File: src/bpc_pkg.sv
// Shared types and constants for the barometric pressure compensation block.
// Used by every module under src; depends on nothing.

package bpc_pkg;

    // Field widths of the external channels.
    localparam int RAW_W   = 24;
    localparam int COEFF_W = 16;
    localparam int IDX_W   = 3;
    localparam int PRES_W  = 18;
    localparam int TEMP_W  = 13;

    // Temperature thresholds in hundredths of a degree.
    localparam int TEMP_REF  = 2000;
    localparam int TEMP_COLD = 1500;

    // Output saturation limits.
    localparam int PRES_MAX     = 262143;
    localparam int TEMP_OUT_MAX = 4095;
    localparam int TEMP_OUT_MIN = -4096;

    // Reciprocal of ten scaled by two to the 23rd, rounded up.
    localparam int RECIP10 = 838861;

    // Calibration register indexes.
    typedef enum logic [IDX_W-1:0] {
        REG_SENS     = 3'd0,
        REG_OFF      = 3'd1,
        REG_TCS      = 3'd2,
        REG_TCO      = 3'd3,
        REG_TREF     = 3'd4,
        REG_TEMPSENS = 3'd5
    } cfg_idx_t;

    // Calibration words C1 to C6.
    typedef struct packed {
        logic [COEFF_W-1:0] c1;
        logic [COEFF_W-1:0] c2;
        logic [COEFF_W-1:0] c3;
        logic [COEFF_W-1:0] c4;
        logic [COEFF_W-1:0] c5;
        logic [COEFF_W-1:0] c6;
    } coeff_t;

    // First-order terms handed to the second-order correction.
    typedef struct packed {
        logic [RAW_W-1:0]  d1;
        logic signed [18:0] temp;
        logic signed [35:0] off;
        logic signed [34:0] sens;
        logic [17:0]        t2;
    } fo_t;

    // Corrected terms handed to the pressure and temperature outputs.
    typedef struct packed {
        logic [RAW_W-1:0]  d1;
        logic signed [19:0] temp;
        logic signed [41:0] off;
        logic signed [39:0] sens;
    } so_t;

endpackage

File: src/bpc_cfg_regs.sv
// Calibration register file holding the six factory words.
// Depends on bpc_pkg for the register indexes and the coefficient struct.

module bpc_cfg_regs
    import bpc_pkg::*;
(
    input  logic               aclk,
    input  logic               aresetn,
    input  logic               cfg_valid,
    output logic               cfg_ready,
    input  logic [IDX_W-1:0]   cfg_index,
    input  logic [COEFF_W-1:0] cfg_wdata,
    output coeff_t             coeff
);

    coeff_t coeff_reg;
    coeff_t coeff_next;

    // Writes are taken in any cycle.
    assign cfg_ready = 1'b1;
    assign coeff     = coeff_reg;

    // Decode the register index; indexes past the last word are dropped.
    always_comb begin
        coeff_next = coeff_reg;
        if (cfg_valid) begin
            unique case (cfg_idx_t'(cfg_index))
                REG_SENS:     coeff_next.c1 = cfg_wdata;
                REG_OFF:      coeff_next.c2 = cfg_wdata;
                REG_TCS:      coeff_next.c3 = cfg_wdata;
                REG_TCO:      coeff_next.c4 = cfg_wdata;
                REG_TREF:     coeff_next.c5 = cfg_wdata;
                REG_TEMPSENS: coeff_next.c6 = cfg_wdata;
                default:      coeff_next = coeff_reg;
            endcase
        end
    end

    always_ff @(posedge aclk) begin
        if (!aresetn) begin
            coeff_reg <= '0;
        end else begin
            coeff_reg <= coeff_next;
        end
    end

endmodule

File: config.mk
export PLATFORM = sky130hd
export DESIGN_NAME = bpc_cfg_regs
export DESIGN_NICKNAME = d
export VERILOG_FILES = /design/src/bpc_pkg.sv /design/src/bpc_cfg_regs.sv
export SDC_FILE = /design/constraint.sdc
export NUM_CORES = 1
export LEC_CHECK = 0
export ABC_AREA = 1
export BUFFER_PORTS_ARGS = -buffer_cell sky130_fd_sc_hd__buf_2
export CAP_MARGIN = 20
export CORE_ASPECT_RATIO = 1.4
export CORE_MARGIN = 4
export CORE_UTILIZATION = 35
export CTS_BUF_LIST = sky130_fd_sc_hd__clkbuf_8
export DETAILED_ROUTE_END_ITERATION = 7
export PLACE_DENSITY_LB_ADDON = 0.08
export SLEW_MARGIN = 10
export SYNTH_ARGS = -nofsm -noshare
export SYNTH_HDL_FRONTEND = slang
export SYNTH_SLANG_ARGS = --single-unit
File: constraint.sdc
create_clock -name aclk -period 1.2 [get_ports aclk]
set_clock_uncertainty 0.1 [all_clocks]
set_input_delay 0.06 -clock aclk [delete_from_list [all_inputs] [get_ports aclk]]
set_output_delay 0.06 -clock aclk [all_outputs]
set_load 0.02 [all_outputs]
==> qor.yml <==
rsz0062_at_grt: "false"
cp-start-kind: "flip-flop"
vias_per_cell: 4.60
synth_area_sq_mm: 0.00387
regToRegStartpoint: "coeff[1]"
synthToLayoutAreaGrowth_pct: 27.1
maxCapViolCount: 0
synth_top_area_share_pct: 49.7
worstPathCellList: "buf_2"
die_height_microns: 132
status: "finished, final reports clean"
clk_path_buf_depth: 2
final_nets: 681
crit_path_start: "coeff[72]"
largest_reg_flops: 96
path_class: "flip-flop to primary output"
num_vias: 3704
critPathRequiredTime_ns: 1.04
core_region_area_sq_mm: 0.0108
htree_levels: 3
ys_seq_area_share_pct: 49.7
synth-seq-cells: 96
start_util_pct: 35.8
io_pins: 119
slowest_delay_ns: 0.38
synthCells: 554
slew_violations: 0
drt_iter0_markers: 224
min_from: "cfg_index[0]"
clock-sinks: 96
multi_input_area_sq_mm: 0.00169
p_total_w: 0.00678
clockRootBuffer: "clkbuf_8"
hold_buffers: 0
vdd_ir_drop_max_mv: 0.621
cts_tree: "built"
synth_nets: 576
leakagePower_nw: 2.41
die_width_microns: 96.9
yosysWarningCount: 0
hold_violations: 0
slowest_stage: "dfxtp_1"
wl_per_cell_microns: 14.9
final.fill_count: 1209
grt_usage_pct: 18.8
post_cts_buffers: 0
hpwl_mm: 8.06
worstSkewPairLatency_ns: 0.36
gp_congestion: 0.744
crit_family: "flip-flops"
grt_max_degree: 66
endpoint_kind: "primary output"
crit_fanout: 2
grt_pass1_vias: 3496
layout-drive-gt1-share_pct: 23.5
cts_made_buffers: 9
setup_viol: 0
power.density_mw_per_mm2: 1380
layout_commonest_cell: "nor2_1"
post-route-drc-count: 0
cts_resized: 0
fin_setup_tns_ns: 0
place_area_sq_mm: 0.00468
fp.dieArea_sq_mm: 0.0128
io_buffers: 117
ant_nets: 0
critPathArrivalTime_ns: 0.93
design_area_sq_mm: 0.00492
post_synth.cell_area_avg_sq_um: 6.99
clkSlewWorstSetupHoldPaths_ns: 0.09
n_antenna_cell: 0
fin_util_pct: 45.5
grt.overflow.total: 0
netlist_top_cells_area: "dfxtp_1, nor2_1, nand3_1, nand2_1, buf_2"
ys_types: 13
max_freq_mhz: 920
rows: 45
post-route-period-util_pct: 90.6
finalCriticalPeriod_ns: 1.09
hp-class: "primary input to flip-flop"
synth_largest_area_cell: "dfxtp_1"
mostFrequentLayoutCells: "nor2_1, buf_2, nand2_1"
crit_buf_inv: 1
grt_pass1_wl_mm: 19.0
drt-total-wl_mm: 12.0
antenna_found_initial: 0
area.sequential_sq_mm: 0.00192
first_pass_iters: 4
stage by stage:
step / setup slack [ns] / hold WS (ns) / std cells
finish: 0.113 / 0.0397 / 805
global route: 0.0549 / 0.0703 / 805
CTS: 0.0777 / 0.0319 / 805
detailed placement: 0.0692 / 0.366 / 789
global placement: 0.0887 / 0.358 / 789
floorplan: 0.269 / 0.200 / 554
cell families (layout without fill, tap and decap cells):
family                 Yosys count  count (layout)  synth area share [%]
buffers and inverters           57             167                  6.92
DFF                             96              96                  49.7
other                            1               1                0.0969
and+or+nand+nor                400             400                  43.3
per-layer routing:
metal / wire [microns] / GRT usage (%) / up-vias
met3: 757 / 4.69 / 4
met5: 0 / 0 / -
met1: 5400 / 24.6 / 1663
li1: - / - / 1921
met2: 5800 / 30.9 / 116
met4: 52 / 5.00 / 0
cell type report:
class	instances	share of cell area [%]
Tap cell	141	3.59
Multi-Input combinational cell	401	34.3
Sequential cell	96	39.1
Timing Repair Buffer	129	16.5
Clock buffer	9	2.52
Clock inverter	7	2.29
Inverter	22	1.68
final timing paths:
kind,to,slack [ns],cells after the start
max,coeff[72],0.11,1
min,coeff[86],0.04,5
max reg2reg,coeff[1],0.51,2
min reg2reg,coeff[40],0.38,2
where the power goes:
group	switching, W	internal [W]	leakage [nW]
sequential	0.0000591	0.00330	0.780
clock	0.00114	0.00137	0.118
combinational	0.000615	0.000297	1.51
total	0.00182	0.00496	2.41
synth_stat cells:
master   number
buf_1         6
buf_2        22
buf_4         7
conb_1        1
dfxtp_1      96
inv_1        20
inv_2         2
nand2_1     101
nand2_2       1
nand3_1      96
nor2_1      193
nor2_2        3
nor2_4        6
(Power assumes the default switching activity.)
