--- src/bpc_pkg.sv ---
// Shared types and constants for the barometric pressure compensation block.
// Used by every module under src; depends on nothing.

package bpc_pkg;

    // Field widths of the external channels.
    localparam int RAW_W   = 24;
    localparam int COEFF_W = 16;
    localparam int IDX_W   = 3;
    localparam int PRES_W  = 18;
    localparam int TEMP_W  = 13;

    // Temperature thresholds in hundredths of a degree.
    localparam int TEMP_REF  = 2000;
    localparam int TEMP_COLD = 1500;

    // Output saturation limits.
    localparam int PRES_MAX     = 262143;
    localparam int TEMP_OUT_MAX = 4095;
    localparam int TEMP_OUT_MIN = -4096;

    // Reciprocal of ten scaled by two to the 23rd, rounded up.
    localparam int RECIP10 = 838861;

    // Calibration register indexes.
    typedef enum logic [IDX_W-1:0] {
        REG_SENS     = 3'd0,
        REG_OFF      = 3'd1,
        REG_TCS      = 3'd2,
        REG_TCO      = 3'd3,
        REG_TREF     = 3'd4,
        REG_TEMPSENS = 3'd5
    } cfg_idx_t;

    // Calibration words C1 to C6.
    typedef struct packed {
        logic [COEFF_W-1:0] c1;
        logic [COEFF_W-1:0] c2;
        logic [COEFF_W-1:0] c3;
        logic [COEFF_W-1:0] c4;
        logic [COEFF_W-1:0] c5;
        logic [COEFF_W-1:0] c6;
    } coeff_t;

    // First-order terms handed to the second-order correction.
    typedef struct packed {
        logic [RAW_W-1:0]  d1;
        logic signed [18:0] temp;
        logic signed [35:0] off;
        logic signed [34:0] sens;
        logic [17:0]        t2;
    } fo_t;

    // Corrected terms handed to the pressure and temperature outputs.
    typedef struct packed {
        logic [RAW_W-1:0]  d1;
        logic signed [19:0] temp;
        logic signed [41:0] off;
        logic signed [39:0] sens;
    } so_t;

endpackage

--- src/bpc_second_order.sv ---
// Second-order correction below 20 degC and below -15 degC, three register stages.
// Depends on bpc_pkg for the first- and second-order structs.

module bpc_second_order
    import bpc_pkg::*;
(
    input  logic aclk,
    input  logic aresetn,
    input  logic in_valid,
    output logic in_ready,
    input  fo_t  in_data,
    output logic out_valid,
    input  logic out_ready,
    output so_t  out_data
);

    logic [2:0] vld_reg;
    logic [2:0] vld_next;
    logic [2:0] en;

    // Stage 4 registers.
    fo_t         fo_s4_reg;
    logic [34:0] sq_reg, sq_next;
    logic [34:0] sq2_reg, sq2_next;
    logic        low_reg, low_next;
    logic        frz_reg, frz_next;

    // Stage 5 registers.
    logic [RAW_W-1:0]   d1_s5_reg;
    logic signed [35:0] off_s5_reg;
    logic signed [34:0] sens_s5_reg;
    logic signed [19:0] temp_s5_reg, temp_s5_next;
    logic [39:0]        off2_reg, off2_next;
    logic [38:0]        sens2_reg, sens2_next;
    logic               low_s5_reg;

    // Stage 6 register.
    so_t so_reg;
    so_t so_next;

    logic signed [19:0] below;
    logic signed [19:0] cold;
    logic signed [39:0] below_sq;
    logic signed [39:0] cold_sq;
    logic [40:0]        sq_x61;
    logic [38:0]        sq2_x15;
    logic signed [19:0] temp_ext;

    always_comb begin
        en[2]       = !vld_reg[2] || out_ready;
        en[1]       = !vld_reg[1] || en[2];
        en[0]       = !vld_reg[0] || en[1];
        vld_next[0] = en[0] ? in_valid   : vld_reg[0];
        vld_next[1] = en[1] ? vld_reg[0] : vld_reg[1];
        vld_next[2] = en[2] ? vld_reg[1] : vld_reg[2];
    end

    assign in_ready  = en[0];
    assign out_valid = vld_reg[2];
    assign out_data  = so_reg;

    // Stage 4: distances below the two thresholds and their squares.
    always_comb begin
        below    = $signed({in_data.temp[18], in_data.temp}) - 20'(TEMP_REF);
        cold     = $signed({in_data.temp[18], in_data.temp}) + 20'(TEMP_COLD);
        below_sq = below * below;
        cold_sq  = cold * cold;
        sq_next  = below_sq[34:0];
        sq2_next = cold_sq[34:0];
        low_next = $signed(in_data.temp) < 19'(TEMP_REF);
        frz_next = $signed(in_data.temp) < -19'(TEMP_COLD);
    end

    // Stage 5: OFF2, SENS2 and the corrected temperature.
    always_comb begin
        sq_x61   = {sq_reg, 6'd0} - {4'd0, sq_reg, 2'd0} + {6'd0, sq_reg};
        sq2_x15  = {sq2_reg, 4'd0} - {4'd0, sq2_reg};
        temp_ext = $signed({fo_s4_reg.temp[18], fo_s4_reg.temp});
        if (low_reg) begin
            off2_next    = {3'd0, sq_x61[40:4]} + (frz_reg ? {1'b0, sq2_x15} : 40'd0);
            sens2_next   = {3'd0, sq_reg, 1'b0} + (frz_reg ? {1'b0, sq2_reg, 3'd0} : 39'd0);
            temp_s5_next = temp_ext - $signed({2'b00, fo_s4_reg.t2});
        end else begin
            off2_next    = '0;
            sens2_next   = '0;
            temp_s5_next = temp_ext;
        end
    end

    // Stage 6: subtract the corrections from OFF and SENS.
    always_comb begin
        so_next.d1   = d1_s5_reg;
        so_next.temp = temp_s5_reg;
        so_next.off  = $signed({{6{off_s5_reg[35]}}, off_s5_reg}) - $signed({2'b00, off2_reg});
        so_next.sens = $signed({{5{sens_s5_reg[34]}}, sens_s5_reg})
                     - $signed({1'b0, sens2_reg});
    end

    always_ff @(posedge aclk) begin
        if (!aresetn) begin
            vld_reg <= '0;
        end else begin
            vld_reg <= vld_next;
        end
    end

    always_ff @(posedge aclk) begin
        if (en[0]) begin
            fo_s4_reg <= in_data;
            sq_reg    <= sq_next;
            sq2_reg   <= sq2_next;
            low_reg   <= low_next;
            frz_reg   <= frz_next;
        end
        if (en[1]) begin
            d1_s5_reg   <= fo_s4_reg.d1;
            off_s5_reg  <= fo_s4_reg.off;
            sens_s5_reg <= fo_s4_reg.sens;
            temp_s5_reg <= temp_s5_next;
            off2_reg    <= off2_next;
            sens2_reg   <= sens2_next;
            low_s5_reg  <= low_reg;
        end
        if (en[2]) begin
            so_reg <= so_next;
        end
    end

    // At or above 20 degC no correction term may reach the subtraction.
    assert property (@(posedge aclk) disable iff (!aresetn)
        vld_reg[1] && !low_s5_reg |-> off2_reg == '0 && sens2_reg == '0)
        else $error("second-order terms present above the threshold");

    // The cold correction only ever applies on top of the first one.
    assert property (@(posedge aclk) disable iff (!aresetn)
        vld_reg[0] && frz_reg |-> low_reg)
        else $error("cold flag set without the low flag");

endmodule

--- config.mk ---
export PLATFORM = sky130hd
export DESIGN_NAME = bpc_second_order
export DESIGN_NICKNAME = d
export VERILOG_FILES = /design/src/bpc_pkg.sv /design/src/bpc_second_order.sv
export SDC_FILE = /design/constraint.sdc
export NUM_CORES = 2
export LEC_CHECK = 0
export BUFFER_PORTS_ARGS = -buffer_cell sky130_fd_sc_hd__buf_4
export CAP_MARGIN = 20
export CORE_MARGIN = 8
export CORE_UTILIZATION = 55
export CTS_CLUSTER_DIAMETER = 120
export CTS_CLUSTER_SIZE = 40
export DETAILED_ROUTE_END_ITERATION = 8
export PLACE_DENSITY_LB_ADDON = 0.08
export SYNTH_ARGS = -nofsm -noshare
export SYNTH_HDL_FRONTEND = slang
export SYNTH_SLANG_ARGS = --single-unit
--- constraint.sdc ---
create_clock -name aclk -period 11.2 [get_ports aclk]
set_clock_uncertainty 0.15 [all_clocks]
set_input_delay 2.8 -clock aclk [delete_from_list [all_inputs] [get_ports aclk]]
set_output_delay 2.8 -clock aclk [all_outputs]
set_load 0.1 [all_outputs]
==> out/metrics.cfg <==
[status]
status=complete, no violations

[worst_setup_path]
slowest_stage=fa_1
worstSetupPathType=input port to flop
slowest_delay_ns=0.57
crit_top_cell=inv_1
cp.required_ns=11.41
worstPathMaxFanout=3
cp-end-kind=flop
cp-start-kind=input port
crit_arrival_ns=10.69

[synth]
synth_common_cells=inv_1, fa_1, edfxtp_1
synth_area_sq_mm=0.05359
synth.distinct_cells=94
synth_compound_area_share_pct=8.926
synth_top_family_by_area=adder cells
synth_xor_area_share_pct=5.244
yosysTopAreaCell=edfxtp_1
synth-edff-count=517
synth.most_common_cell=inv_1
synthFlopType=edfxtp_1
netlist_instances=5184
seq_area_frac_synth_pct=29.08
async_flop_share_pct=0
avgSynthCellArea_sq_um=10.34
ys_top_cells_by_area=edfxtp_1, fa_1, ha_1
yosysWarnings=0
synthAdderAreaFrac_pct=36.94
post_synth_mux_area_share_pct=0.2452
syn_nets=6472
yosys.area_share.simple_pct=10.55
synth_seq_cells=520
synth_top_area_share_pct=28.97

[timing]
timing.hold.ws_ns=0.2835
slew_violations=0
fin_crit_ns=10.47
rsz0062_at_grt=no
tightestPinTransition_ns=0.9523
hold_viol_final=0
slew_headroom_pct=36.52
final-setup-viol-count=0
setup_tns_ns=0
min_period_over_period_pct=93.50
fmax_ghz=0.09549

[cts]
post_cts_resized=0
cts_tree=yes
cts-buffers-inserted=23
cts_hold_buf=0
clock_path_buffers=3
cts_setup_buffers=0
cts.htree.levels=1
ctsRootBufferMaster=clkbuf_16
cts_sinks=520
clock_latency_ns=0.59
path_clk_slew_ns=0.13

[job]
cap_violations=0

[global_routing]
grt_antenna_before_repair=6
overflow=0
grt_pass1_vias=38750
track_usage_pct=23.95
grt_first_pass_wirelength_microns=205300
grt_max_degree=79

[floorplan]
dieWidth_microns=328.1
rows=114
coreArea_sq_mm=0.09657
dieArea_sq_mm=0.1077
die_y_microns=328.1
top_level_ports=264
initial_core_util_pct=55.49

[layout]
finalNetCount=6814
utilization_pct=60.96
fillers=8252
syn_to_final_growth_pct=9.844
largest_reg_flops=132
stdcell_area_sq_mm=0.05886
post_route_cells_drive_above_1_share_pct=9.296

[routing]
antenna_left=0
viasPerCell=5.311
drtIter0Drc=1977
drc=0
vias=36220
drt_wl_total_microns=126800
drtPass1Iterations=5
wire_per_inst_microns=18.60

[min_path]
min_path_type=flop to flop

[placement]
placed_cell_area_sq_mm=0.05797
gp_congestion=0.9399
hpwl_microns=107000
numPortBuffers=263

-- metal layers --
metal | track usage [%] | part of all wire [%] | wire, microns
met2 | 41.99 | 49 | 61930
met4 | 8.820 | 4.4 | 5602
met5 | 0 | 0 | 0
met1 | 30.26 | 41 | 52430
met3 | 3.223 | 5.4 | 6840
-- final timing paths --
path | startpoint | to | slack (ns) | depth (start not counted)
setup reg to reg | fo_s4_reg[89] | off2_reg[36] | 4.10 | 26
hold reg to reg | fo_s4_reg[81] | off_s5_reg[28] | 0.28 | 0
hold / removal | fo_s4_reg[81] | off_s5_reg[28] | 0.28 | 0
setup / recovery | in_data[91] | sq2_reg[33] | 0.73 | 35
-- placed cells by master (no fill, tap or decap), types with 105 or more instances in the layout --
master,n
inv_1,1186
fa_1,717
nand2_1,296
edfxtp_1,517
nor2_1,360
buf_4,408
a21oi_1,221
o21ai_0,105
ha_1,435
and2_1,142
xnor2_1,217
-- final cells by class --
type                       instances  area [sq um]  share of cell area [%]
multi-input combinational       3378         33210                   56.42
timing repair buffer             410          3103                   5.272
sequential                       520         15580                   26.48
tap                             1276          1597                   2.712
clock inverter                    16         301.5                  0.5123
clock buffer                      23         575.6                  0.9778
inverter                        1193          4482                   7.614
antenna                            3         7.507                 0.01275
-- critical path, delay by kind of cell --
kind | cells | cell delay (ns)
adder cells (fa/ha/maj) | 9 | 3.90
buffers and inverters | 10 | 0.79
AND/OR/NAND/NOR | 4 | 0.36
XOR/XNOR | 2 | 0.35
AO/OA/AOI/OAI | 10 | 2.49
-- logic make-up after synthesis --
kind of cell	Yosys count
XOR/XNOR	320
AO/OA/AOI/OAI	720
adder cells (fa/ha/maj)	1152
flip-flops	520
buffers and inverters	1286
multiplexers	12
AND/OR/NAND/NOR	1174
-- metrics by stage --
step | cells | worst slack, ns
2_1_floorplan | 5184 | 0.08174
3_3_place_gp | 6777 | 0.1235
3_5_place_dp | 6777 | -0.01783
4_1_cts | 6816 | 0.6279
5_1_grt | 6817 | 0.09716
6_report | 6819 | 0.7275
Power is not shown: default switching activity piles up to over one toggle a cycle in this logic, so the estimate is an artifact.
