<file path="config.mk">
export PLATFORM = sky130hd
export DESIGN_NAME = bpc_first_order
export DESIGN_NICKNAME = d
export VERILOG_FILES = /design/src/bpc_pkg.sv /design/src/bpc_first_order.sv
export SDC_FILE = /design/constraint.sdc
export NUM_CORES = 2
export LEC_CHECK = 0
export ABC_CLOCK_PERIOD_IN_PS = 10400
export CAP_MARGIN = 25
export CORE_MARGIN = 3
export CORE_UTILIZATION = 60
export CTS_CLUSTER_SIZE = 28
export DETAILED_ROUTE_END_ITERATION = 16
export DONT_BUFFER_PORTS = 1
export PLACE_DENSITY = 0.76
export SLEW_MARGIN = 10
export SYNTH_ARGS = -nofsm -noshare
export SYNTH_HDL_FRONTEND = slang
export SYNTH_SLANG_ARGS = --single-unit
</file>
<file path="constraint.sdc">
create_clock -name aclk -period 10.4 [get_ports aclk]
set_input_delay 0.52 -clock aclk [delete_from_list [all_inputs] [get_ports aclk]]
set_output_delay 0.52 -clock aclk [all_outputs]
set_load 0.1 [all_outputs]
</file>
<file path="src/bpc_pkg.sv">
// Shared types and constants for the barometric pressure compensation block.
// Used by every module under src; depends on nothing.

package bpc_pkg;

    // Field widths of the external channels.
    localparam int RAW_W   = 24;
    localparam int COEFF_W = 16;
    localparam int IDX_W   = 3;
    localparam int PRES_W  = 18;
    localparam int TEMP_W  = 13;

    // Temperature thresholds in hundredths of a degree.
    localparam int TEMP_REF  = 2000;
    localparam int TEMP_COLD = 1500;

    // Output saturation limits.
    localparam int PRES_MAX     = 262143;
    localparam int TEMP_OUT_MAX = 4095;
    localparam int TEMP_OUT_MIN = -4096;

    // Reciprocal of ten scaled by two to the 23rd, rounded up.
    localparam int RECIP10 = 838861;

    // Calibration register indexes.
    typedef enum logic [IDX_W-1:0] {
        REG_SENS     = 3'd0,
        REG_OFF      = 3'd1,
        REG_TCS      = 3'd2,
        REG_TCO      = 3'd3,
        REG_TREF     = 3'd4,
        REG_TEMPSENS = 3'd5
    } cfg_idx_t;

    // Calibration words C1 to C6.
    typedef struct packed {
        logic [COEFF_W-1:0] c1;
        logic [COEFF_W-1:0] c2;
        logic [COEFF_W-1:0] c3;
        logic [COEFF_W-1:0] c4;
        logic [COEFF_W-1:0] c5;
        logic [COEFF_W-1:0] c6;
    } coeff_t;

    // First-order terms handed to the second-order correction.
    typedef struct packed {
        logic [RAW_W-1:0]  d1;
        logic signed [18:0] temp;
        logic signed [35:0] off;
        logic signed [34:0] sens;
        logic [17:0]        t2;
    } fo_t;

    // Corrected terms handed to the pressure and temperature outputs.
    typedef struct packed {
        logic [RAW_W-1:0]  d1;
        logic signed [19:0] temp;
        logic signed [41:0] off;
        logic signed [39:0] sens;
    } so_t;

endpackage

</file>
<file path="src/bpc_first_order.sv">
// First-order compensation: dT, TEMP, OFF and SENS in three register stages.
// Depends on bpc_pkg for the coefficient and first-order structs.

module bpc_first_order
    import bpc_pkg::*;
(
    input  logic             aclk,
    input  logic             aresetn,
    input  coeff_t           coeff,
    input  logic             in_valid,
    output logic             in_ready,
    input  logic [RAW_W-1:0] in_d1,
    input  logic [RAW_W-1:0] in_d2,
    output logic             out_valid,
    input  logic             out_ready,
    output fo_t              out_data
);

    logic [2:0] vld_reg;
    logic [2:0] vld_next;
    logic [2:0] en;

    // Stage 1 registers.
    logic [RAW_W-1:0]   d1_s1_reg;
    logic signed [24:0] dt_reg;
    logic signed [24:0] dt_next;

    // Stage 2 registers.
    logic [RAW_W-1:0]   d1_s2_reg;
    logic signed [41:0] mt_reg, mt_next;
    logic signed [41:0] mo_reg, mo_next;
    logic signed [41:0] ms_reg, ms_next;
    logic signed [49:0] mdd_reg, mdd_next;

    // Stage 3 register.
    fo_t fo_reg;
    fo_t fo_next;

    logic signed [16:0] c3_s;
    logic signed [16:0] c4_s;
    logic signed [16:0] c6_s;
    logic signed [41:0] mt_bias;
    logic signed [41:0] mo_bias;
    logic signed [41:0] ms_bias;

    assign c3_s = $signed({1'b0, coeff.c3});
    assign c4_s = $signed({1'b0, coeff.c4});
    assign c6_s = $signed({1'b0, coeff.c6});

    // A stage advances when it is empty or the one after it advances.
    always_comb begin
        en[2]       = !vld_reg[2] || out_ready;
        en[1]       = !vld_reg[1] || en[2];
        en[0]       = !vld_reg[0] || en[1];
        vld_next[0] = en[0] ? in_valid   : vld_reg[0];
        vld_next[1] = en[1] ? vld_reg[0] : vld_reg[1];
        vld_next[2] = en[2] ? vld_reg[1] : vld_reg[2];
    end

    assign in_ready  = en[0];
    assign out_valid = vld_reg[2];
    assign out_data  = fo_reg;

    // Stage 1: temperature difference from the reference word.
    assign dt_next = $signed({1'b0, in_d2}) - $signed({1'b0, coeff.c5, 8'd0});

    // Stage 2: the four products of dT.
    always_comb begin
        mt_next  = dt_reg * c6_s;
        mo_next  = dt_reg * c4_s;
        ms_next  = dt_reg * c3_s;
        mdd_next = dt_reg * dt_reg;
    end

    // Stage 3: scale the products with truncation toward zero and add the offsets.
    always_comb begin
        mt_bias      = mt_reg + (mt_reg[41] ? 42'sd8388607 : 42'sd0);
        mo_bias      = mo_reg + (mo_reg[41] ? 42'sd63 : 42'sd0);
        ms_bias      = ms_reg + (ms_reg[41] ? 42'sd127 : 42'sd0);
        fo_next.d1   = d1_s2_reg;
        fo_next.temp = 19'(TEMP_REF) + $signed(mt_bias[41:23]);
        fo_next.off  = $signed({3'b000, coeff.c2, 17'd0}) + $signed(mo_bias[41:6]);
        fo_next.sens = $signed({3'b000, coeff.c1, 16'd0}) + $signed(ms_bias[41:7]);
        fo_next.t2   = mdd_reg[48:31];
    end

    always_ff @(posedge aclk) begin
        if (!aresetn) begin
            vld_reg <= '0;
        end else begin
            vld_reg <= vld_next;
        end
    end

    always_ff @(posedge aclk) begin
        if (en[0]) begin
            d1_s1_reg <= in_d1;
            dt_reg    <= dt_next;
        end
        if (en[1]) begin
            d1_s2_reg <= d1_s1_reg;
            mt_reg    <= mt_next;
            mo_reg    <= mo_next;
            ms_reg    <= ms_next;
            mdd_reg   <= mdd_next;
        end
        if (en[2]) begin
            fo_reg <= fo_next;
        end
    end

endmodule

</file>
==> impl_summary.md <==
Status
The run finished with clean final reports.

Finish
For this run, the share of the core covered by cells in the final layout is 0.634. The number of flip-flops under the largest register name is roughly 130. Of the cells placed in the final design, the portion with a size suffix greater than 1 is 0.0216. Leaving out fill and tap cells, the most frequent cells in the layout are inv_1 (2076), fa_1 (1773), nand2_1 (993). The net count of the finished layout is 10100. Compared with the post-synthesis result, the final layout area differs by 4.15%. The library cell used most frequently in the layout, excluding fill and tap cells, is inv_1.

Floorplanning
The area of the core is about 0.13 mm2. During I/O placement, the number of pins put on the boundary was between 200 and 300. The die outline width is 364 um. The die extent in y is 364 um. The floorplan has 130 rows. The starting density of the core is 0.609. The die covers roughly 0.13 mm2.

Clocking
Counting along the longest clock path gives a buffer depth of 3. The clock tree from TritonCTS is yes. The clock reaches the later pin of the worst-skew pair after 0.64 ns. Clock-pin slew was measured on the worst setup and hold paths at approximately 0.080 ns.

The number of buffers created by CTS is 42. CTS built an H-tree with a depth of 2. The clock drives around 350 sinks. The post-CTS setup-driven buffer insertion count is 0. The root buffer cell is clkbuf_16.

The number of gates resized after CTS was 0. The count of hold buffers inserted by post-cts repair is 32.

Synth
The synthesized design contains between 300 and 400 enable-type register cells. The net count after synthesis is a little over 10000. The synthesized instance count is 7827. Ranked by total cell area, the synthesized netlist is headed by fa_1 (46%), edfxtp_1 (14%), inv_1 (10%), ha_1 (8.8%), and2_1 (4.9%). The share of synthesized area in the top cell type comes to 0.460. The count of unique library cells instantiated by Yosys is 72. The most used flip-flop cell after synthesis is edfxtp_1. The largest area contributor in the synthesized netlist is fa_1.

In this run the mean area of a mapped cell was between 9 and 10 um2. The synthesis warning total is 0. After synthesis the cells add up to between 0.07 and 0.08 mm2. For this run, the register share of the synthesized area comes to 0.137. The fraction of synthesis flops using an asynchronous set or reset pin is 0. The number of storage elements in the synthesis netlist is 352.

Detailed routing
The DRC violations left is 0. The detailed router finished its first iteration with between 3000 and 4000 violations. Detailed routing inserted a total of between 50000 and 60000 vias.

The number of iterations in the first detailed-routing pass is 8. The detail-routed net length per standard cell is 19.2 um. Once detail routing completed, the nets flagged for antenna violations numbered 0. In the routed layout, each cell is associated on average with a via count of ~5.5.

After detailed routing, the total wire length is roughly 180000 um.

Placement
Routability-driven placement finished with a final weighted congestion of 0.915. The wire-length estimate of the detail-placed layout is 142000 um. Port buffering added 0 buffers. The worst slack after detailed placement is approximately 1.8 ns.

Worst setup path
The family with the most delay on the worst path is adder cells. The worst setup path is of the reg2reg kind. The most numerous cell type found on the critical path is fa_1.

The slowest stage of the critical path is the edfxtp_1 cell. For the worst setup path, the data arrival time is ~9 ns. The required time of the critical path is roughly 11 ns.

The nature of the critical path startpoint is a register. Measured in cells, the most critical reg-to-reg path has a length of 25. The maximum cell stage delay along the critical path is between 0.8 and 0.9 ns.

The number of buffers and inverters on the critical path is 6. The capture instance of the worst register-to-register path is mdd_reg[42]. The critical-path maximum fanout is 37. The worst reg2reg path startpoint is dt_reg[5]. The setup check on the worst reg-to-reg path leaves a slack of about 1.6 ns.

The kind of end point of the critical path is a register.

STA
The transition at the pin with the smallest max-transition slack is approximately 1.1 ns. For the final routed database, the setup TNS stands at 0 ns. Hold timing on the final database bottoms out at a slack of approximately 0.042 ns. The number of slew-limit violations in the final report is 0.

The total setup violations reported at the end of the flow is 0. The relative slew slack is 0.291. The highest achievable clock rate is ~110 MHz. Setup repair after global routing left no endpoint under its margin. In the finished design, the share of the clock period the worst path needs comes to 0.844. On the final layout, the worst clock skew is between 0.04 and 0.05 ns.

Counting I/O delays and the setup requirement, the final critical path takes 8.77 ns. The number of hold violations in the final report is 0. The setup slack of the critical path after layout is between 1.5 and 2 ns.

Hold path
In this run the most critical hold path is launched from aresetn. For hold timing, the worst endpoint is vld_reg[2]. The worst hold path belongs to the class in2reg. Counting instances, the worst hold path has a depth of 1.

Global routing
Entering global routing, the biggest net connects 76 pins. The initial antenna violation count is 2. The wire length of the first global-routing pass is between 200000 and 300000 um. The residual overflow from global routing is 0. The number of global-route vias before repair is 57900. Across every metal layer, demand over resource in global routing totals 0.285.

Job
Max-cap violations in this run came to 0.
## cells in the mapped netlist (5+ instances only)
| cell type | n |
|---|---|
| a21boi_0 | 13 |
| o31a_1 | 5 |
| a211o_1 | 5 |
| edfxtp_1 | 349 |
| o211ai_1 | 9 |
| or2_2 | 13 |
| nand4_1 | 24 |
| or3_1 | 8 |
| nor2b_1 | 41 |
| o21bai_1 | 18 |
| o21ai_0 | 73 |
| o21a_1 | 20 |
| nand3_1 | 61 |
| a2111oi_0 | 5 |
| fa_1 | 1773 |
| nand2b_1 | 27 |
| clkbuf_1 | 315 |
| and3_1 | 45 |
| xnor2_1 | 208 |
| xor2_1 | 83 |
| inv_1 | 2077 |
| a31oi_1 | 17 |
| nor3_1 | 36 |
| ha_1 | 540 |
| a31o_2 | 11 |
| a21o_1 | 70 |
| and4_1 | 7 |
| and2_1 | 609 |
| nor2_1 | 119 |
| a221o_1 | 5 |
| nand2_1 | 994 |
| a211oi_1 | 9 |
| a21oi_1 | 157 |
| o31ai_1 | 8 |
## stage by stage
step                      cell area [um2]  cells
after floorplan                     77100   7827
after global placement              78400   9216
after detailed placement            78400   9216
after CTS                           80300   9326
after global routing                80300   9327
final                               80300   9329
## how the worst max path moves through the flow
stage                   to  cells after the start  slack [ns]       start
2_1_floorplan  mdd_reg[42]                     27        2.97  dt_reg[18]
3_3_place_gp   mdd_reg[44]                     25        1.90   dt_reg[5]
3_5_place_dp   mdd_reg[42]                     25        1.78   dt_reg[5]
4_1_cts        mdd_reg[42]                     25        1.73   dt_reg[5]
5_1_grt        mdd_reg[42]                     25        1.24   dt_reg[5]
6_report       mdd_reg[42]                     25        1.63   dt_reg[5]
## logic make-up (layout without fill, tap and decap cells)
logic type | Yosys count | count (layout) | share of synthesized area
XOR/XNOR | 291 | 291 | 0.0331
flip-flops | 352 | 352 | 0.137
multiplexers | 3 | 3 | 0.000406
buffers and inverters | 2396 | 2246 | 0.117
AO/OA/AOI/OAI | 469 | 469 | 0.0395
AND/OR/NAND/NOR | 2001 | 2001 | 0.125
adder cells (fa/ha/maj) | 2315 | 2315 | 0.548
other | 0 | 2 | 0
## routing by layer
metal	GRT usage	part of all wire	vias up
met4	0.0958	0.039	0
met5	0	0	-
met2	0.487	0.49	2154
met3	0.0526	0.084	466
li1	-	-	22600
met1	0.368	0.39	26100
## cell type report
class / instances / area [um2]
diodes: 2 / 5.00
clock buffers: 52 / 1120
flip-flops and latches: 352 / 10500
repair buffers: 91 / 808
inverters: 2077 / 7800
clock inverters: 26 / 373
well taps: 1650 / 2060
fillers: 9934 / 46300
multi-input cells: 5079 / 57600
Power is left out: the tool's default activity adds up to more than one toggle a clock period on the data nets, which glitch-free logic cannot reach.
