File: config.mk
export PLATFORM = sky130hd
export DESIGN_NAME = bpc_output
export DESIGN_NICKNAME = d
export VERILOG_FILES = /design/src/bpc_pkg.sv /design/src/bpc_output.sv
export SDC_FILE = /design/constraint.sdc
export NUM_CORES = 2
export LEC_CHECK = 0
export ABC_CLOCK_PERIOD_IN_PS = 6800
export BUFFER_PORTS_ARGS = -buffer_cell sky130_fd_sc_hd__buf_2
export CAP_MARGIN = 20
export CORE_MARGIN = 8
export CORE_UTILIZATION = 25
export CTS_CLUSTER_DIAMETER = 120
export DETAILED_ROUTE_END_ITERATION = 12
export MAX_ROUTING_LAYER = met4
export PLACE_DENSITY_LB_ADDON = 0.25
export SYNTH_ARGS = -nofsm -noshare
export SYNTH_HDL_FRONTEND = slang
export SYNTH_SLANG_ARGS = --single-unit
File: constraint.sdc
create_clock -name aclk -period 6.8 [get_ports aclk]
set_clock_uncertainty 0.2 [all_clocks]
set_input_delay 0.34 -clock aclk [delete_from_list [all_inputs] [get_ports aclk]]
set_output_delay 0.34 -clock aclk [all_outputs]
set_load 0.02 [all_outputs]
File: src/bpc_pkg.sv
// Shared types and constants for the barometric pressure compensation block.
// Used by every module under src; depends on nothing.

package bpc_pkg;

    // Field widths of the external channels.
    localparam int RAW_W   = 24;
    localparam int COEFF_W = 16;
    localparam int IDX_W   = 3;
    localparam int PRES_W  = 18;
    localparam int TEMP_W  = 13;

    // Temperature thresholds in hundredths of a degree.
    localparam int TEMP_REF  = 2000;
    localparam int TEMP_COLD = 1500;

    // Output saturation limits.
    localparam int PRES_MAX     = 262143;
    localparam int TEMP_OUT_MAX = 4095;
    localparam int TEMP_OUT_MIN = -4096;

    // Reciprocal of ten scaled by two to the 23rd, rounded up.
    localparam int RECIP10 = 838861;

    // Calibration register indexes.
    typedef enum logic [IDX_W-1:0] {
        REG_SENS     = 3'd0,
        REG_OFF      = 3'd1,
        REG_TCS      = 3'd2,
        REG_TCO      = 3'd3,
        REG_TREF     = 3'd4,
        REG_TEMPSENS = 3'd5
    } cfg_idx_t;

    // Calibration words C1 to C6.
    typedef struct packed {
        logic [COEFF_W-1:0] c1;
        logic [COEFF_W-1:0] c2;
        logic [COEFF_W-1:0] c3;
        logic [COEFF_W-1:0] c4;
        logic [COEFF_W-1:0] c5;
        logic [COEFF_W-1:0] c6;
    } coeff_t;

    // First-order terms handed to the second-order correction.
    typedef struct packed {
        logic [RAW_W-1:0]  d1;
        logic signed [18:0] temp;
        logic signed [35:0] off;
        logic signed [34:0] sens;
        logic [17:0]        t2;
    } fo_t;

    // Corrected terms handed to the pressure and temperature outputs.
    typedef struct packed {
        logic [RAW_W-1:0]  d1;
        logic signed [19:0] temp;
        logic signed [41:0] off;
        logic signed [39:0] sens;
    } so_t;

endpackage

File: src/bpc_output.sv
// Final pressure product and scaling, temperature in tenths, and saturation.
// Depends on bpc_pkg for the second-order struct and output limits.

module bpc_output
    import bpc_pkg::*;
(
    input  logic                     aclk,
    input  logic                     aresetn,
    input  logic                     in_valid,
    output logic                     in_ready,
    input  so_t                      in_data,
    output logic                     out_valid,
    input  logic                     out_ready,
    output logic [PRES_W-1:0]        out_pressure,
    output logic signed [TEMP_W-1:0] out_temperature
);

    logic [5:0] vld_reg;
    logic [5:0] vld_next;
    logic [5:0] en;

    // Stage 7: partial products of D1 and SENS, temperature magnitude.
    logic [43:0]        plo_reg, plo_next;
    logic signed [44:0] phi_reg, phi_next;
    logic signed [41:0] off_s7_reg;
    logic [19:0]        ta_reg, ta_next;
    logic               tneg_s7_reg;

    // Stage 8: full product, temperature quotient.
    logic signed [63:0] prod_reg, prod_next;
    logic signed [41:0] off_s8_reg;
    logic [16:0]        tq_reg, tq_next;
    logic               tneg_s8_reg;

    // Stage 9: product scaled by two to the 21st, signed temperature.
    logic signed [42:0] q1_reg, q1_next;
    logic signed [41:0] off_s9_reg;
    logic signed [17:0] t10_reg, t10_next;

    // Stage 10: subtract the offset, saturate the temperature.
    logic signed [43:0]       diff_reg, diff_next;
    logic signed [TEMP_W-1:0] t13_s10_reg, t13_next;

    // Stage 11: pressure scaled by two to the 15th.
    logic signed [28:0]       p_reg, p_next;
    logic signed [TEMP_W-1:0] t13_s11_reg;

    // Stage 12: output registers.
    logic [PRES_W-1:0]        pres_reg, pres_next;
    logic signed [TEMP_W-1:0] temp_reg;

    logic [39:0]        tq_full;
    logic signed [63:0] prod_bias;
    logic signed [43:0] diff_bias;

    always_comb begin
        en[5] = !vld_reg[5] || out_ready;
        en[4] = !vld_reg[4] || en[5];
        en[3] = !vld_reg[3] || en[4];
        en[2] = !vld_reg[2] || en[3];
        en[1] = !vld_reg[1] || en[2];
        en[0] = !vld_reg[0] || en[1];
        vld_next[0] = en[0] ? in_valid : vld_reg[0];
        for (int k = 1; k < 6; k++) begin
            vld_next[k] = en[k] ? vld_reg[k-1] : vld_reg[k];
        end
    end

    assign in_ready        = en[0];
    assign out_valid       = vld_reg[5];
    assign out_pressure    = pres_reg;
    assign out_temperature = temp_reg;

    // Stage 7: split SENS at bit 20 so that each product stays narrow.
    always_comb begin
        plo_next = in_data.d1 * in_data.sens[19:0];
        phi_next = $signed({1'b0, in_data.d1}) * $signed(in_data.sens[39:20]);
        ta_next  = in_data.temp[19] ? 20'd0 - in_data.temp : in_data.temp;
    end

    // Stage 8: recombine the product; divide the temperature by ten.
    always_comb begin
        prod_next = $signed({phi_reg[43:0], 20'd0}) + $signed({20'd0, plo_reg});
        tq_full   = ta_reg * 20'(RECIP10);
        tq_next   = tq_full[39:23];
    end

    // Stage 9: truncate the product toward zero, restore the temperature sign.
    always_comb begin
        prod_bias = prod_reg + (prod_reg[63] ? 64'sd2097151 : 64'sd0);
        q1_next   = $signed(prod_bias[63:21]);
        t10_next  = tneg_s8_reg ? 18'sd0 - $signed({1'b0, tq_reg})
                                : $signed({1'b0, tq_reg});
    end

    // Stage 10: subtract OFF, saturate the temperature report.
    always_comb begin
        diff_next = $signed({q1_reg[42], q1_reg}) - $signed({{2{off_s9_reg[41]}}, off_s9_reg});
        if (t10_reg > 18'(TEMP_OUT_MAX)) begin
            t13_next = TEMP_W'(TEMP_OUT_MAX);
        end else if (t10_reg < 18'(TEMP_OUT_MIN)) begin
            t13_next = TEMP_W'(TEMP_OUT_MIN);
        end else begin
            t13_next = $signed(t10_reg[TEMP_W-1:0]);
        end
    end

    // Stage 11: truncate toward zero by two to the 15th.
    always_comb begin
        diff_bias = diff_reg + (diff_reg[43] ? 44'sd32767 : 44'sd0);
        p_next    = $signed(diff_bias[43:15]);
    end

    // Stage 12: saturate the pressure to its range.
    always_comb begin
        if (p_reg[28]) begin
            pres_next = '0;
        end else if (p_reg[27:PRES_W] != '0) begin
            pres_next = PRES_W'(PRES_MAX);
        end else begin
            pres_next = p_reg[PRES_W-1:0];
        end
    end

    always_ff @(posedge aclk) begin
        if (!aresetn) begin
            vld_reg <= '0;
        end else begin
            vld_reg <= vld_next;
        end
    end

    always_ff @(posedge aclk) begin
        if (en[0]) begin
            plo_reg     <= plo_next;
            phi_reg     <= phi_next;
            off_s7_reg  <= in_data.off;
            ta_reg      <= ta_next;
            tneg_s7_reg <= in_data.temp[19];
        end
        if (en[1]) begin
            prod_reg    <= prod_next;
            off_s8_reg  <= off_s7_reg;
            tq_reg      <= tq_next;
            tneg_s8_reg <= tneg_s7_reg;
        end
        if (en[2]) begin
            q1_reg     <= q1_next;
            off_s9_reg <= off_s8_reg;
            t10_reg    <= t10_next;
        end
        if (en[3]) begin
            diff_reg    <= diff_next;
            t13_s10_reg <= t13_next;
        end
        if (en[4]) begin
            p_reg       <= p_next;
            t13_s11_reg <= t13_s10_reg;
        end
        if (en[5]) begin
            pres_reg <= pres_next;
            temp_reg <= t13_s11_reg;
        end
    end

    // The tenths quotient can never exceed the largest temperature over ten.
    assert property (@(posedge aclk) disable iff (!aresetn)
        vld_reg[1] |-> tq_reg <= 17'd52429)
        else $error("temperature quotient out of range");

    // A blocked middle stage keeps its transaction in place.
    assert property (@(posedge aclk) disable iff (!aresetn)
        vld_reg[2] && !en[3] |=> vld_reg[2] && $stable(q1_reg) && $stable(t10_reg))
        else $error("stalled stage lost its contents");

endmodule

==> flow_summary.ini <==
[outcome]
status = complete, but fails checks
violations = negative setup slack

[layout]
area_growth_pct = 20.0
largest_reg_flops = 64
instances_no_fill = 9639
multiInputGateArea_um2 = 41000
seqCellArea_um2 = 15400
drive_above_1_share = 0.150
nFillCells = 24900
nNetsFinal = 8083

[worst_setup_path]
rr_startpoint = ta_reg[14]
reg2reg_to = tq_reg[10]
crit_arrival_ns = 7.11
start_kind = flip-flop
crit_start = ta_reg[14]
end_kind = flip-flop
criticalPathCategory = flip-flop to flip-flop
r2r_cells = 24
critPathMaxFanout = 4
reg2reg_slack_ns = -0.12
cp.required_ns = 6.99

[grt]
gr-total-overflow = 0
grt_pass1_vias = 45500
grt_antenna_before_repair = 14
grt_start_max_net_pins = 106
grt_pass1_wl_mm = 259
grt_usage = 0.130

[floorplanning]
start_util = 0.252
die_h_um = 508
fp-row-count = 180
core_um2 = 241000
ioPinCount = 163
fp.dieW_um = 508
dieArea_um2 = 258000

[timing]
hold_ws_ns = 0.168
slew_headroom = 0.349
hold_violations = 0
finalCritPeriodShare = 1.02
fin_crit_ns = 6.92
setup_violations = 4
final_max_slew_viol_count = 0
worstMarginPinSlew_ns = 0.972
fmax_ghz = 0.145
rsz0062_at_grt = yes
setup_slack_ns = -0.120
fin_setup_tns_ns = -0.315

[synth]
yosysSeqAreaShare = 0.254
synth_common_cells = 1143 x inv_1, 926 x fa_1, 631 x ha_1, 586 x nand2_1, 508 x edfxtp_1
syn-mean-instance-area_um2 = 10.5
synth_fp_nets = 7444
synth-seq-cells = 514
synth_cell_types = 79
yosys-top-cells-area = fa_1 31%, edfxtp_1 25%, ha_1 13%
synth_edf_count = 508
syn_area_um2 = 60600
synthMostInstantiatedCell = inv_1
synth_cells = 5757
yosysTopAreaCellShare = 0.306
synthFlopType = edfxtp_1
async_flop_share = 0
synth_top_area_cell = fa_1
yosysWarnings = 0

[clock_network]
root_buffer = clkbuf_16
cts.sinks = 514
clk_pin_slew_ns = 0.07
cts_inserted_buffers = 56
clockBufferDepth = 3
cts_htree_levels = 2
clk_latency_ns = 0.65
cts_tree = built

[detailed_routing]
vias = 41000
ant_nets = 0
firstDrtPassIters = 5
drt_iter0_drc = 2048
routed_via_density = 4.26
wl_mm = 163
drc_errors = 0
wl_per_cell_um = 16.9

[min_path]
min_path_cells = 3
hp-class = input pin to flip-flop
hp-start = in_data[20]
worstHoldEndpoint = phi_reg[0]

[run]
maxCapViolCount = 0

[place]
port_buffers = 162
gp_congestion = 0.860
hpwl_mm = 138
place_inst = 9416
-- cell usage in the layout (no fill, tap or decap), types with 20 or more instances in the layout --
master         instances
nand3_1               70
nor2b_1               54
inv_1               1124
buf_2                137
nor3_1                20
xnor2_1              204
fa_2                  24
edfxtp_1             508
o21a_1                33
xor2_1                83
clkbuf_16             57
a21oi_1              137
nand2b_1              52
nand4_1               27
o21ai_0               82
buf_4                511
buf_12                21
ha_1                 608
nor2_1               122
ha_4                  21
dlygate4sd3_1         77
and3_1                48
and2_1               462
a21o_1                95
nand2_1              584
fa_1                 902
a31oi_1               23
buf_6                 25
-- what timing repair did --
action | 4_1_cts | 5_1_grt
pin swaps | 25 | 128
endpoints found under the setup margin | 34 | 44
hold buffers | 77 | 0
buffers inserted | 14 | 16
cloned | 0 | 1
gates resized for setup | 40 | 165
endpoints found under the hold margin | 69 | 0
-- critical path: stages, from the launching register on --
cell and delay (ns):
edfxtp_1 0.53, buf_6 0.19, ha_4 0.25, inv_1 0.05, fa_1 0.45, inv_1 0.10, ha_4 0.12, inv_1 0.05
fa_1 0.50, fa_2 0.60, inv_2 0.05, fa_1 0.47, fa_2 0.58, ha_4 0.22, buf_4 0.15, a311oi_2 0.26
o21ai_2 0.14, nand4_1 0.16, a2bb2oi_4 0.09, a221o_2 0.38, a2111oi_4 0.34, o21ba_4 0.21, buf_6 0.10, o21bai_4 0.08
a311o_1 0.37
-- how the worst max path moves through the flow --
| stage | endpoint | slack, ns | depth (start not counted) |
|---|---|---|---|
| 2_1_floorplan | phi_reg[38] | -0.10 | 24 |
| 3_3_place_gp | plo_reg[43] | -0.98 | 26 |
| 3_5_place_dp | plo_reg[43] | -0.95 | 24 |
| 4_1_cts | tq_reg[14] | -0.31 | 23 |
| 5_1_grt | tq_reg[11] | -0.35 | 24 |
| 6_report | tq_reg[10] | -0.12 | 24 |
-- per-stage QoR --
stage	utilization	worst slack, ns	area (um2)
after floorplan	-	-0.100	60800
after detailed placement	0.286	-0.953	68900
after global placement	0.286	-0.981	68900
after CTS	0.299	-0.312	71900
final	0.302	-0.120	72700
after global routing	0.302	-0.354	72700
-- metal layers --
| layer | track usage | share of wire |
|---|---|---|
| met1 | 0.178 | 0.48 |
| met2 | 0.213 | 0.46 |
| met3 | 0.0135 | 0.040 |
| met4 | 0.0212 | 0.016 |
| met5 | - | 0 |
-- area by class of cell --
type                    count  share of cell area
multi-input cells        3895               0.563
inverters                1143              0.0590
repair buffers            786              0.0850
flip-flops and latches    514               0.211
clock inverters            46             0.00662
well taps                3185              0.0548
clock buffers              60              0.0195
diodes                     10            0.000344
-- logic make-up after synthesis --
family	share of synthesized area
AOI/OAI and AO/OA	0.0573
adders and majority gates	0.436
and+or+nand+nor	0.127
xor gates and xnor gates	0.0415
DFF	0.254
buffers and inverters	0.0837
muxes	0.000165
Power is left out: the tool's default activity adds up to more than one toggle a clock period on the data nets, which glitch-free logic cannot reach.
